--- config.mk ---
export PLATFORM = sky130hd
export DESIGN_NAME = traffic_light_preemption_controller_top
export DESIGN_NICKNAME = d
export VERILOG_FILES = /design/src/design/tlpc_pkg.sv /design/src/design/tlpc_in_reg.sv /design/src/design/tlpc_core.sv /design/src/design/tlpc_out_reg.sv /design/src/design/traffic_light_preemption_controller_top.sv
export SDC_FILE = /design/constraint.sdc
export NUM_CORES = 1
export LEC_CHECK = 0
export BUFFER_PORTS_ARGS = -buffer_cell sky130_fd_sc_hd__buf_2
export CORE_UTILIZATION = 54
export CTS_BUF_LIST = sky130_fd_sc_hd__clkbuf_8 sky130_fd_sc_hd__clkbuf_16
export CTS_CLUSTER_DIAMETER = 40
export DETAILED_ROUTE_END_ITERATION = 7
export PLACE_DENSITY = 0.77
export SLEW_MARGIN = 40
export SYNTH_ARGS = -nofsm -noshare
export SYNTH_HDL_FRONTEND = slang
export SYNTH_HIERARCHICAL = 1
export SYNTH_SLANG_ARGS = --single-unit
export TNS_END_PERCENT = 10
--- constraint.sdc ---
create_clock -name clk -period 4.8 [get_ports clk]
set_clock_uncertainty 0.1 [all_clocks]
set_input_delay 0.48 -clock clk [delete_from_list [all_inputs] [get_ports clk]]
set_output_delay 0.48 -clock clk [all_outputs]
set_load 0.01 [all_outputs]
--- src/design/tlpc_pkg.sv ---
// Shared types, constants and light-update functions for the traffic light
// preemption controller. Used by every module under design/.
`timescale 1ns / 1ps

package tlpc_pkg;

  // Light codes as carried on the result stream
  typedef enum logic [1:0] {
    LAMP_RED    = 2'd0,
    LAMP_YELLOW = 2'd1,
    LAMP_GREEN  = 2'd2
  } light_t;

  localparam int NUM_DIRS  = 4;
  localparam int DIR_W     = 3;
  localparam int TICK_W    = 8;
  // Phase timer spans -255 .. 257 while a tick is worked out
  localparam int TIMER_W   = 10;
  localparam int IN_DATA_W  = 16;
  localparam int OUT_DATA_W = 16;
  localparam int CFG_IDX_W  = 2;

  // Register indexes of the configuration port
  localparam logic [CFG_IDX_W-1:0] REG_YELLOW_TICK    = 2'd0;
  localparam logic [CFG_IDX_W-1:0] REG_CHANGE_TICK    = 2'd1;
  localparam logic [CFG_IDX_W-1:0] REG_EMERGENCY_HOLD = 2'd2;

  localparam logic [TICK_W-1:0] YELLOW_TICK_RST    = 8'd60;
  localparam logic [TICK_W-1:0] CHANGE_TICK_RST    = 8'd80;
  localparam logic [TICK_W-1:0] EMERGENCY_HOLD_RST = 8'd100;

  typedef light_t lights_t [NUM_DIRS];

  typedef struct packed {
    logic [TICK_W-1:0] yellow_tick;
    logic [TICK_W-1:0] change_tick;
    logic [TICK_W-1:0] emergency_hold;
  } cfg_t;

  typedef struct packed {
    logic             started;
    logic             local_emergency;
    logic [DIR_W-1:0] local_dir;
    logic             remote_emergency;
    logic [DIR_W-1:0] remote_dir;
  } item_t;

  typedef struct packed {
    logic [1:0]       north_light;
    logic [1:0]       south_light;
    logic [1:0]       east_light;
    logic [1:0]       west_light;
    logic             in_emergency;
    logic             send_emergency;
    logic [DIR_W-1:0] send_dir;
  } result_t;

  // All red, then the given direction green when it names one
  function automatic lights_t favor_dir(input logic [DIR_W-1:0] dir);
    lights_t l;
    for (int i = 0; i < NUM_DIRS; i++) begin
      l[i] = (dir == DIR_W'(i)) ? LAMP_GREEN : LAMP_RED;
    end
    return l;
  endfunction

  // Turn the first green light yellow
  function automatic lights_t green_to_yellow(input lights_t cur);
    lights_t l;
    logic    done;
    l = cur;
    done = 1'b0;
    for (int i = 0; i < NUM_DIRS; i++) begin
      if (!done && cur[i] == LAMP_GREEN) begin
        l[i] = LAMP_YELLOW;
        done = 1'b1;
      end
    end
    return l;
  endfunction

  // Give green to the direction after the first lit one; north when none
  function automatic lights_t advance_dir(input lights_t cur);
    lights_t l;
    logic    done;
    l = favor_dir('0);
    done = 1'b0;
    for (int i = 0; i < NUM_DIRS - 1; i++) begin
      if (!done && (cur[i] == LAMP_YELLOW || cur[i] == LAMP_GREEN)) begin
        l = favor_dir(DIR_W'(i + 1));
        done = 1'b1;
      end
    end
    return l;
  endfunction

endpackage

--- src/design/tlpc_in_reg.sv ---
// Input register stage of the stream: holds one accepted tick word.
// Depends on tlpc_pkg for the item layout.
`timescale 1ns / 1ps

module tlpc_in_reg (
  input  logic                               clk,
  input  logic                               rst,
  input  logic                               s_tvalid,
  output logic                               s_tready,
  input  logic [tlpc_pkg::IN_DATA_W-1:0]     s_tdata,
  input  logic                               take,
  output logic                               item_valid,
  output tlpc_pkg::item_t                    item
);

  logic            valid;
  tlpc_pkg::item_t data;

  // Room when empty or when the held word moves on this cycle
  assign s_tready   = !valid || take;
  assign item_valid = valid;
  assign item       = data;

  // Hold the accepted word until the core consumes it
  always_ff @(posedge clk) begin
    if (rst) begin
      valid <= 1'b0;
    end else if (s_tvalid && s_tready) begin
      valid <= 1'b1;
    end else if (take) begin
      valid <= 1'b0;
    end
  end

  // Unpack lowest field first
  always_ff @(posedge clk) begin
    if (s_tvalid && s_tready) begin
      data.started          <= s_tdata[0];
      data.local_emergency  <= s_tdata[1];
      data.local_dir        <= s_tdata[4:2];
      data.remote_emergency <= s_tdata[5];
      data.remote_dir       <= s_tdata[8:6];
    end
  end

  logic unused_pad;
  assign unused_pad = ^s_tdata[tlpc_pkg::IN_DATA_W-1:9];

endmodule

--- src/design/tlpc_core.sv ---
// Controller state (lights, phase timer, emergency flag) and the per-tick
// update logic. Depends on tlpc_pkg for types and light functions.
`timescale 1ns / 1ps

module tlpc_core (
  input  logic              clk,
  input  logic              rst,
  input  logic              step,
  input  tlpc_pkg::item_t   item,
  input  tlpc_pkg::cfg_t    cfg,
  output tlpc_pkg::result_t result
);

  tlpc_pkg::lights_t                    lights;
  tlpc_pkg::lights_t                    lights_next;
  logic signed [tlpc_pkg::TIMER_W-1:0]  timer;
  logic signed [tlpc_pkg::TIMER_W-1:0]  timer_next;
  logic                                 flag;
  logic                                 flag_next;
  logic signed [tlpc_pkg::TIMER_W-1:0]  hold_neg;
  logic signed [tlpc_pkg::TIMER_W-1:0]  yellow_s;
  logic signed [tlpc_pkg::TIMER_W-1:0]  change_s;
  logic                                 send;
  logic [tlpc_pkg::DIR_W-1:0]           send_dir;

  assign hold_neg = -$signed({2'b00, cfg.emergency_hold});
  assign yellow_s = $signed({2'b00, cfg.yellow_tick});
  assign change_s = $signed({2'b00, cfg.change_tick});

  // Work out one tick
  always_comb begin
    lights_next = lights;
    timer_next  = timer;
    flag_next   = flag;
    send        = 1'b0;
    send_dir    = '0;
    if (item.started) begin
      if (item.local_emergency) begin
        flag_next   = 1'b1;
        lights_next = tlpc_pkg::favor_dir(item.local_dir);
        timer_next  = hold_neg;
        send        = 1'b1;
        send_dir    = item.local_dir;
      end
      if (item.remote_emergency) begin
        flag_next   = 1'b1;
        lights_next = tlpc_pkg::favor_dir(item.remote_dir);
        timer_next  = hold_neg;
      end
      timer_next = timer_next + 10'sd1;
      if (!flag_next) begin
        if (timer_next == yellow_s) begin
          lights_next = tlpc_pkg::green_to_yellow(lights_next);
        end else if (timer_next > change_s) begin
          lights_next = tlpc_pkg::advance_dir(lights_next);
          timer_next  = '0;
        end
      end else if (timer_next > 10'sd0) begin
        // Hold over: rotate on the next tick with no yellow
        flag_next  = 1'b0;
        timer_next = change_s + 10'sd1;
      end
    end
  end

  // Result as the lights stand after the tick
  always_comb begin
    result.north_light    = lights_next[0];
    result.south_light    = lights_next[1];
    result.east_light     = lights_next[2];
    result.west_light     = lights_next[3];
    result.in_emergency   = flag_next;
    result.send_emergency = send;
    result.send_dir       = send_dir;
  end

  // Advance state once per consumed tick
  always_ff @(posedge clk) begin
    if (rst) begin
      for (int i = 0; i < tlpc_pkg::NUM_DIRS; i++) begin
        lights[i] <= tlpc_pkg::LAMP_RED;
      end
      timer <= '0;
      flag  <= 1'b0;
    end else if (step) begin
      lights <= lights_next;
      timer  <= timer_next;
      flag   <= flag_next;
    end
  end

  // At most one light is ever lit
  a_one_lit: assert property (@(posedge clk) disable iff (rst)
    $countones({lights[0] != tlpc_pkg::LAMP_RED, lights[1] != tlpc_pkg::LAMP_RED,
                lights[2] != tlpc_pkg::LAMP_RED, lights[3] != tlpc_pkg::LAMP_RED}) <= 1)
    else $error("more than one light lit");

  // No yellow during an emergency hold
  a_no_yellow_hold: assert property (@(posedge clk) disable iff (rst)
    flag |-> (lights[0] != tlpc_pkg::LAMP_YELLOW && lights[1] != tlpc_pkg::LAMP_YELLOW &&
              lights[2] != tlpc_pkg::LAMP_YELLOW && lights[3] != tlpc_pkg::LAMP_YELLOW))
    else $error("yellow light during emergency hold");

  // Outside a hold the timer never runs negative
  a_timer_sign: assert property (@(posedge clk) disable iff (rst)
    !flag |-> timer >= 10'sd0)
    else $error("negative phase timer outside hold");

  // Timer and emergency flag hold across cycles with no tick consumed
  a_state_hold: assert property (@(posedge clk) disable iff (rst)
    !step |=> $stable(timer) && $stable(flag))
    else $error("state changed without a tick");

endmodule

--- src/design/tlpc_out_reg.sv ---
// Result register of the stream: holds one finished result word.
// Depends on tlpc_pkg for the result layout.
`timescale 1ns / 1ps

module tlpc_out_reg (
  input  logic                            clk,
  input  logic                            rst,
  input  logic                            load,
  input  tlpc_pkg::result_t               result,
  output logic                            m_tvalid,
  input  logic                            m_tready,
  output logic [tlpc_pkg::OUT_DATA_W-1:0] m_tdata,
  output logic                            room
);

  logic              valid;
  tlpc_pkg::result_t data;

  // Room when empty or when the held word leaves this cycle
  assign room     = !valid || m_tready;
  assign m_tvalid = valid;
  assign m_tdata  = {3'b000, data.send_dir, data.send_emergency, data.in_emergency,
                     data.west_light, data.east_light, data.south_light, data.north_light};

  always_ff @(posedge clk) begin
    if (rst) begin
      valid <= 1'b0;
    end else if (load) begin
      valid <= 1'b1;
    end else if (m_tready) begin
      valid <= 1'b0;
    end
  end

  // Capture the result of the consumed tick
  always_ff @(posedge clk) begin
    if (load) begin
      data <= result;
    end
  end

endmodule

--- src/design/traffic_light_preemption_controller_top.sv ---
// Top level of the four-way traffic light controller with emergency
// preemption. Instantiates tlpc_in_reg, tlpc_core, tlpc_out_reg; uses tlpc_pkg.
`timescale 1ns / 1ps

// Usage:
//   Each word on the s_ stream is one controller tick; each tick yields
//   exactly one result word on the m_ stream, in order.
//   Ticks with started low leave the state alone and report current lights.
//   Configuration (yellow_tick, change_tick, emergency_hold) is written via
//   cfg_we / cfg_index / cfg_data while the stream is idle; index 3 is ignored.
// Pipeline: an accepted word passes through two register stages, the input
//   register and then the result register.
// Throughput: one word per cycle while m_tready stays high; the state update
//   is a single short step between the input register and the result register.
// Reset (rst, synchronous): all lights red, timer zero, no emergency,
//   registers back to 60 / 80 / 100, both stages empty.
// Stall: when m_tready is low the result register holds its word, the
//   input register still takes one more word, and s_tready then drops
//   until the result moves on.

module traffic_light_preemption_controller_top (
  input  logic                              clk,
  input  logic                              rst,
  input  logic                              s_tvalid,
  output logic                              s_tready,
  // started, local_emergency, local_dir[2:0], remote_emergency,
  // remote_dir[2:0], zero pad
  input  logic [tlpc_pkg::IN_DATA_W-1:0]    s_tdata,
  output logic                              m_tvalid,
  input  logic                              m_tready,
  // north_light[1:0], south_light[1:0], east_light[1:0], west_light[1:0],
  // in_emergency, send_emergency, send_dir[2:0], zero pad
  output logic [tlpc_pkg::OUT_DATA_W-1:0]   m_tdata,
  input  logic                              cfg_we,
  input  logic [tlpc_pkg::CFG_IDX_W-1:0]    cfg_index,
  input  logic [tlpc_pkg::TICK_W-1:0]       cfg_data
);

  tlpc_pkg::cfg_t    cfg;
  tlpc_pkg::item_t   item;
  tlpc_pkg::result_t result;
  logic              item_valid;
  logic              room;
  logic              step;

  // Move a tick through when one is held and the result stage has room
  assign step = item_valid && room;

  // Configuration registers
  always_ff @(posedge clk) begin
    if (rst) begin
      cfg.yellow_tick    <= tlpc_pkg::YELLOW_TICK_RST;
      cfg.change_tick    <= tlpc_pkg::CHANGE_TICK_RST;
      cfg.emergency_hold <= tlpc_pkg::EMERGENCY_HOLD_RST;
    end else if (cfg_we) begin
      case (cfg_index)
        tlpc_pkg::REG_YELLOW_TICK:    cfg.yellow_tick    <= cfg_data;
        tlpc_pkg::REG_CHANGE_TICK:    cfg.change_tick    <= cfg_data;
        tlpc_pkg::REG_EMERGENCY_HOLD: cfg.emergency_hold <= cfg_data;
        default: ;
      endcase
    end
  end

  tlpc_in_reg u_in_reg (
    .clk        (clk),
    .rst        (rst),
    .s_tvalid   (s_tvalid),
    .s_tready   (s_tready),
    .s_tdata    (s_tdata),
    .take       (step),
    .item_valid (item_valid),
    .item       (item)
  );

  tlpc_core u_core (
    .clk    (clk),
    .rst    (rst),
    .step   (step),
    .item   (item),
    .cfg    (cfg),
    .result (result)
  );

  tlpc_out_reg u_out_reg (
    .clk      (clk),
    .rst      (rst),
    .load     (step),
    .result   (result),
    .m_tvalid (m_tvalid),
    .m_tready (m_tready),
    .m_tdata  (m_tdata),
    .room     (room)
  );

endmodule
==> results of run 1 <==
[logic make-up (layout without fill, tap and decap cells)]
group                      Yosys count  after routing  share of synthesized area, %
AOI/OAI and AO/OA                  110            110                         18.43
xor gates and xnor gates            25             25                         5.140
adders and majority gates           17             17                         4.697
buffers and inverters               57             99                         5.692
DFF                                 67             67                         34.48
muxes                               34             34                         7.544
other                                1              3                       0.08282
and+or+nand+nor                    200            200                         23.93
[path summary, 6_finish.rpt]
path,startpoint,cells past startpoint,end,slack (ps)
worst max-delay path,u_in_reg/item[7]$_DFFE_PP_,21,u_out_reg/m_tdata[6]$_DFFE_PP_,180
worst min-delay path,s_tdata[3],1,u_in_reg/item[5]$_DFFE_PP_,200
worst max register to register,u_in_reg/item[7]$_DFFE_PP_,21,u_out_reg/m_tdata[6]$_DFFE_PP_,180
worst min register to register,u_out_reg/m_tvalid$_SDFFE_PP0P_,2,u_out_reg/m_tvalid$_SDFFE_PP0P_,400
[Yosys cell counts, types with 3 or more instances]
cell type	instances
or2_2	3
mux2i_1	33
o21ai_0	16
clkbuf_1	18
a21oi_1	26
a211oi_2	3
xnor2_1	15
buf_4	5
nor4_1	4
o211ai_1	3
a221oi_1	8
edfxtp_1	22
and2_1	4
nand3b_1	4
nand2_1	27
nor2_1	54
buf_2	8
inv_1	22
xor2_1	9
nand4_1	9
nand3_1	9
dfxtp_1	45
or3_1	5
nor3_1	22
and3_1	5
a21o_1	5
a211oi_1	3
nand2b_1	30
o21a_1	4
ha_1	17
a31oi_1	6
[flip-flops by register name, indices dropped and copies added (netlist names)]
name,count
u_out_reg/m_tvalid,1
u_in_reg/item_valid,1
cfg,24
u_in_reg/item,9
u_core/timer,10
u_core/lights,8
u_out_reg/m_tdata,13
u_core/flag,1
[repair_timing]
item | in CTS | in global routing
buffers inserted | 0 | 5
endpoints found under the hold margin | 0 | 0
setup endpoints to repair | 0 | 14
resized for setup | 0 | 9
[cell type report]
type | instances | area (um2)
timing repair buffer | 61 | 369.1
tap | 105 | 131.4
fill | 722 | 3069
clock buffer | 9 | 123.9
multi-input combinational | 389 | 2775
inverter | 22 | 82.58
clock inverter | 7 | 62.56
sequential | 67 | 1562
[per-stage QoR]
stage	hold slack, ps	util, %
finish	204.2	62.46
global route	192.2	62.46
CTS	193.2	61.31
detailed placement	389.0	59.03
global placement	376.9	59.00
floorplan	351.6	-
[routing by layer]
| layer | up-vias | wire [um] | global-route usage (%) |
|---|---|---|---|
| met3 | 14 | 365 | 3.333 |
| met1 | 1890 | 4708 | 30.73 |
| met2 | 99 | 5557 | 44.24 |
| li1 | 1922 | - | - |
| met5 | - | 0 | 0 |
| met4 | 0 | 131 | 8.333 |
[worst max-delay path: stages (launching register included)]
cell and delay, ps:
edfxtp_1 510, or2_4 300, nand2_1 70, nand2_1 100, ha_2 210, nor4bb_4 160, a31o_2 240, mux2i_1 110
o32a_1 370, xor2_1 150, nor2_1 150, a21oi_2 60, ha_1 300, nand4_1 120, nor2_2 140, a21oi_1 90
a32oi_2 220, o21ai_4 120, buf_4 180, o31a_1 320, nand2b_4 160, a22o_1 190
[power by group]
| group | internal [mW] | total, mW | leakage, nW | switching, mW |
|---|---|---|---|---|
| clock network | 0.234 | 0.458 | 0.0976 | 0.224 |
| registers | 0.616 | 0.649 | 0.578 | 0.0332 |
| logic | 0.110 | 0.250 | 1.35 | 0.141 |
==> flow_summary.json, run 1 <==
{
  "status": "finished clean",
  "synth-seq-area-share_pct": 34.48,
  "grt_max_degree": 60,
  "gr-total-overflow": 0,
  "synth_top_area_share_pct": 19.89,
  "cts_htree_levels": 3,
  "drcViolationCount": 0,
  "ys_async_sr_fraction_pct": 0,
  "synth_area_per_cell_um2": 8.861,
  "critical_path_class": "reg -> reg",
  "final_cells": 660,
  "p_leak_nw": 2.030,
  "p_total_mw": 1.358,
  "critPathRequiredTime_ps": 4810,
  "hold_viol_final": 0,
  "diodes": 0,
  "cts_sinks": 67,
  "fin_ws_ps": 175.6,
  "finalCriticalPeriod_ps": 4624,
  "routabilityCongestion": 0.8970,
  "dpl_cell_area_mm2": 0.004826,
  "clk_pin_slew_ps": 80,
  "drv_cap": 0,
  "grt_usage_pct": 24.85,
  "cts_buffers": 9,
  "io_pins": 49,
  "setup_tns_ps": 0,
  "powerDensity_mw_per_mm2": 265.9,
  "postSynthCellCount": 511,
  "crit_arrival_ps": 4630,
  "antenna_found_initial": 0,
  "place_inst": 638,
  "wire_per_inst_um": 16.31,
  "num_vias": 3925,
  "via_per_inst": 5.947,
  "final_common_cell": "nor2_1",
  "die_width_um": 93.57,
  "ys.flop_type": "dfxtp_1",
  "place_ws_ps": 158.2,
  "coreArea_mm2": 0.008175,
  "rsz0062_at_grt": "true",
  "drive_gt1_share_pct": 19.64,
  "post_synth_num_cell_types": 82,
  "finalInstanceArea_mm2": 0.005106,
  "synth-seq-cells": 67,
  "setup.worst_path.start_class": "flop",
  "tightest_slew_ps": 698.4,
  "cts_tree": "built",
  "syn2layout_area_growth_pct": 12.77,
  "synth_top_area_cell": "dfxtp_1",
  "clock_path_buffers": 2,
  "totalWireLength_um": 10760,
  "grt_pass1_wl_um": 16930,
  "yosysWarnings": 6,
  "rows": 33,
  "hold_class": "in -> reg",
  "ant_nets": 0,
  "grt_pass1_vias": 3495,
  "setup_violations": 0,
  "max_freq_mhz": 216.2,
  "ir_drop_v": 0.0001576,
  "drtIter0Drc": 302,
  "final_cell_mix": "nor2_1, dfxtp_1, buf_2, mux2i_1, nand2b_1",
  "root_buffer": "clkbuf_8",
  "relSlewSlack_pct": 53.44,
  "die_area_mm2": 0.008755,
  "initial_core_util_pct": 55.39,
  "dpl.hpwl_um": 7752,
  "fp.dieH_um": 93.57,
  "synth-edff-count": 22,
  "synthTopCellsByArea": "dfxtp_1, edfxtp_1, mux2i_1",
  "clk_latency_ps": 350,
  "port_buffers": 38,
  "slew_viol_final": 0,
  "cts_hold_buf": 0,
  "syn_area_mm2": 0.004528,
  "finalCritPeriodShare_pct": 96.34,
  "nNetsFinal": 598,
  "critPathMaxFanout": 7,
  "cp-end-kind": "flop",
  "first_pass_iters": 4
}
(Power assumes the default switching activity.)
==> run 2, diff against run 1 <==
--- a/config.mk
+++ b/config.mk
@@ -6,11 +6,11 @@
 export NUM_CORES = 1
 export LEC_CHECK = 0
 export BUFFER_PORTS_ARGS = -buffer_cell sky130_fd_sc_hd__buf_2
-export CORE_UTILIZATION = 54
-export CTS_BUF_LIST = sky130_fd_sc_hd__clkbuf_8 sky130_fd_sc_hd__clkbuf_16
+export CORE_UTILIZATION = 55
+export CTS_BUF_LIST = sky130_fd_sc_hd__clkbuf_2 sky130_fd_sc_hd__clkbuf_4 sky130_fd_sc_hd__clkbuf_8
 export CTS_CLUSTER_DIAMETER = 40
 export DETAILED_ROUTE_END_ITERATION = 7
-export PLACE_DENSITY = 0.77
+export PLACE_DENSITY = 0.78
 export SLEW_MARGIN = 40
 export SYNTH_ARGS = -nofsm -noshare
 export SYNTH_HDL_FRONTEND = slang
==> flow_summary.json, run 2 (synthesis results as in run 1) <==
{
  "status": "finished clean",
  "drtIter0Drc": 342,
  "die_width_um": 92.74,
  "seqCellArea_mm2": 0.001562,
  "slew_viol_final": 0,
  "drv_cap": 0,
  "swShare_pct": 30.54,
  "totalWireLength_um": 11240,
  "ant_nets": 0,
  "root_buffer": "clkbuf_8",
  "cp-end-kind": "flop",
  "hold_viol_final": 0,
  "n_fill_cell": 675,
  "grt_pass1_vias": 3677,
  "relSlewSlack_pct": 55.90,
  "final_common_cell": "nor2_1",
  "dpl.hpwl_um": 8209,
  "critPathRequiredTime_ps": 4780,
  "p_int_mw": 0.9741,
  "tightest_slew_ps": 661.5,
  "diodes": 0,
  "dpl_cell_area_mm2": 0.004822,
  "p_sw_mw": 0.4284,
  "clk_pin_slew_ps": 90,
  "initial_core_util_pct": 57.70,
  "finalInstanceArea_mm2": 0.005099,
  "largest_reg_flops": 24,
  "cts_hold_buf": 0,
  "hold_class": "in -> reg",
  "multi_input_area_mm2": 0.002763,
  "max_freq_mhz": 214.2,
  "io_pins": 49,
  "final_cell_mix": "nor2_1, dfxtp_1, buf_2, mux2i_1, nand2b_1",
  "ir_drop_v": 0.0001699,
  "fp.dieH_um": 92.74,
  "nNetsFinal": 597,
  "place_ws_ps": 39.40,
  "powerDensity_mw_per_mm2": 275.1,
  "final_cells": 656,
  "port_buffers": 38,
  "cts_sinks": 67,
  "grt_max_degree": 60,
  "finalCriticalPeriod_ps": 4669,
  "p_leak_nw": 2.028,
  "grt_pass1_wl_um": 17800,
  "top_register": "cfg",
  "cts_buffers": 9,
  "critPathMaxFanout": 8,
  "finalCritPeriodShare_pct": 97.27,
  "clock_path_buffers": 2,
  "crit_arrival_ps": 4650,
  "rows": 32,
  "setup.worst_path.start_class": "flop",
  "rsz0062_at_grt": "true",
  "routabilityCongestion": 0.9302,
  "sequentialPowerShare_pct": 46.1,
  "cts_tree": "built",
  "pwr-share-comb_pct": 18.2,
  "via_per_inst": 6.090,
  "cts_htree_levels": 3,
  "clkPwrFrac_pct": 35.7,
  "wire_per_inst_um": 17.13,
  "num_vias": 3995,
  "drive_gt1_share_pct": 19.49,
  "setup_violations": 0,
  "coreArea_mm2": 0.007848,
  "first_pass_iters": 5,
  "place_inst": 635,
  "fin_ws_ps": 131.0,
  "gr-total-overflow": 0,
  "critical_path_class": "reg -> reg",
  "grt_usage_pct": 26.55,
  "die_area_mm2": 0.008600,
  "antenna_found_initial": 0,
  "clk_latency_ps": 360,
  "drcViolationCount": 0,
  "syn2layout_area_growth_pct": 12.60
}
==> run 2: cell count changes in the layout (fill, tap and decap cells not counted), sizes merged <==
| cell | delta |
|---|---|
| clkinvlp | -1 |
| clkinv | -1 |
| inv | +2 |
| buf | -1 |
==> run 2: power groups by stage <==
stage / combinational [mW] / sequential [mW] / clock (mW)
4_1_cts: 0.244 / 0.647 / 0.508
5_1_grt: 0.278 / 0.650 / 0.530
2_1_floorplan: 0.179 / 0.652 / 0
3_3_place_gp: 0.234 / 0.658 / 0
6_report: 0.255 / 0.647 / 0.501
3_5_place_dp: 0.242 / 0.660 / 0
==> run 2: final timing paths <==
path / start / to / slack (ps) / cells after the start
min reg2reg: u_out_reg/m_tvalid$_SDFFE_PP0P_ / u_out_reg/m_tvalid$_SDFFE_PP0P_ / 400 / 2
min: s_tdata[4] / u_in_reg/item[6]$_DFFE_PP_ / 200 / 1
max: u_in_reg/item[7]$_DFFE_PP_ / u_out_reg/m_tdata[5]$_DFFE_PP_ / 130 / 22
max reg2reg: u_in_reg/item[7]$_DFFE_PP_ / u_out_reg/m_tdata[5]$_DFFE_PP_ / 130 / 22
==> run 2: metrics by stage <==
| stage | hold slack (ps) | util, % | power [mW] | setup TNS, ps |
|---|---|---|---|---|
| after floorplan | 351.6 | - | 0.8305 | 0 |
| after global placement | 374.5 | 61.42 | 0.8923 | 0 |
| after detailed placement | 383.4 | 61.45 | 0.9012 | 0 |
| after CTS | 188.5 | 64.08 | 1.398 | 0 |
| after global routing | 183.6 | 64.97 | 1.458 | -206.5 |
| final | 198.7 | 64.97 | 1.402 | 0 |
==> run 2: worst max-delay path, stage by stage, from the launching register on <==
cell and delay, ps:
edfxtp_1 490, or2_2 360, nand2_1 80, nand2_1 80
ha_2 190, nor4bb_4 170, a31o_2 250, mux2i_1 120
o32a_1 330, xor2_1 160, nor2_1 180, a21oi_2 60
ha_1 310, a21o_1 170, a21oi_1 140, nor2b_1 60
o21ai_1 140, a32oi_2 100, o21ai_4 300, buf_4 180
mux2i_1 170, o22a_1 210, a21oi_1 80
==> run 2: metal layers <==
| metal | vias up | wire length (um) | GRT usage (%) |
|---|---|---|---|
| met2 | 178 | 5579 | 46.91 |
| met5 | - | 0 | 0 |
| li1 | 1918 | - | - |
| met4 | 0 | 316 | 10.26 |
| met1 | 1866 | 4588 | 31.64 |
| met3 | 33 | 754 | 5.172 |
==> run 2: final cells by class <==
| cell class | instances | area share [%] |
|---|---|---|
| inverters | 22 | 1.620 |
| flip-flops and latches | 67 | 30.63 |
| multi-input cells | 389 | 54.18 |
| well taps | 102 | 2.503 |
| repair buffers | 60 | 7.018 |
| clock inverters | 7 | 1.620 |
| clock buffers | 9 | 2.429 |
==> run 2: what timing repair did <==
item                       4_1_cts  5_1_grt
buffers inserted                 0        5
gates resized for setup          0        5
setup endpoints to repair        0       23
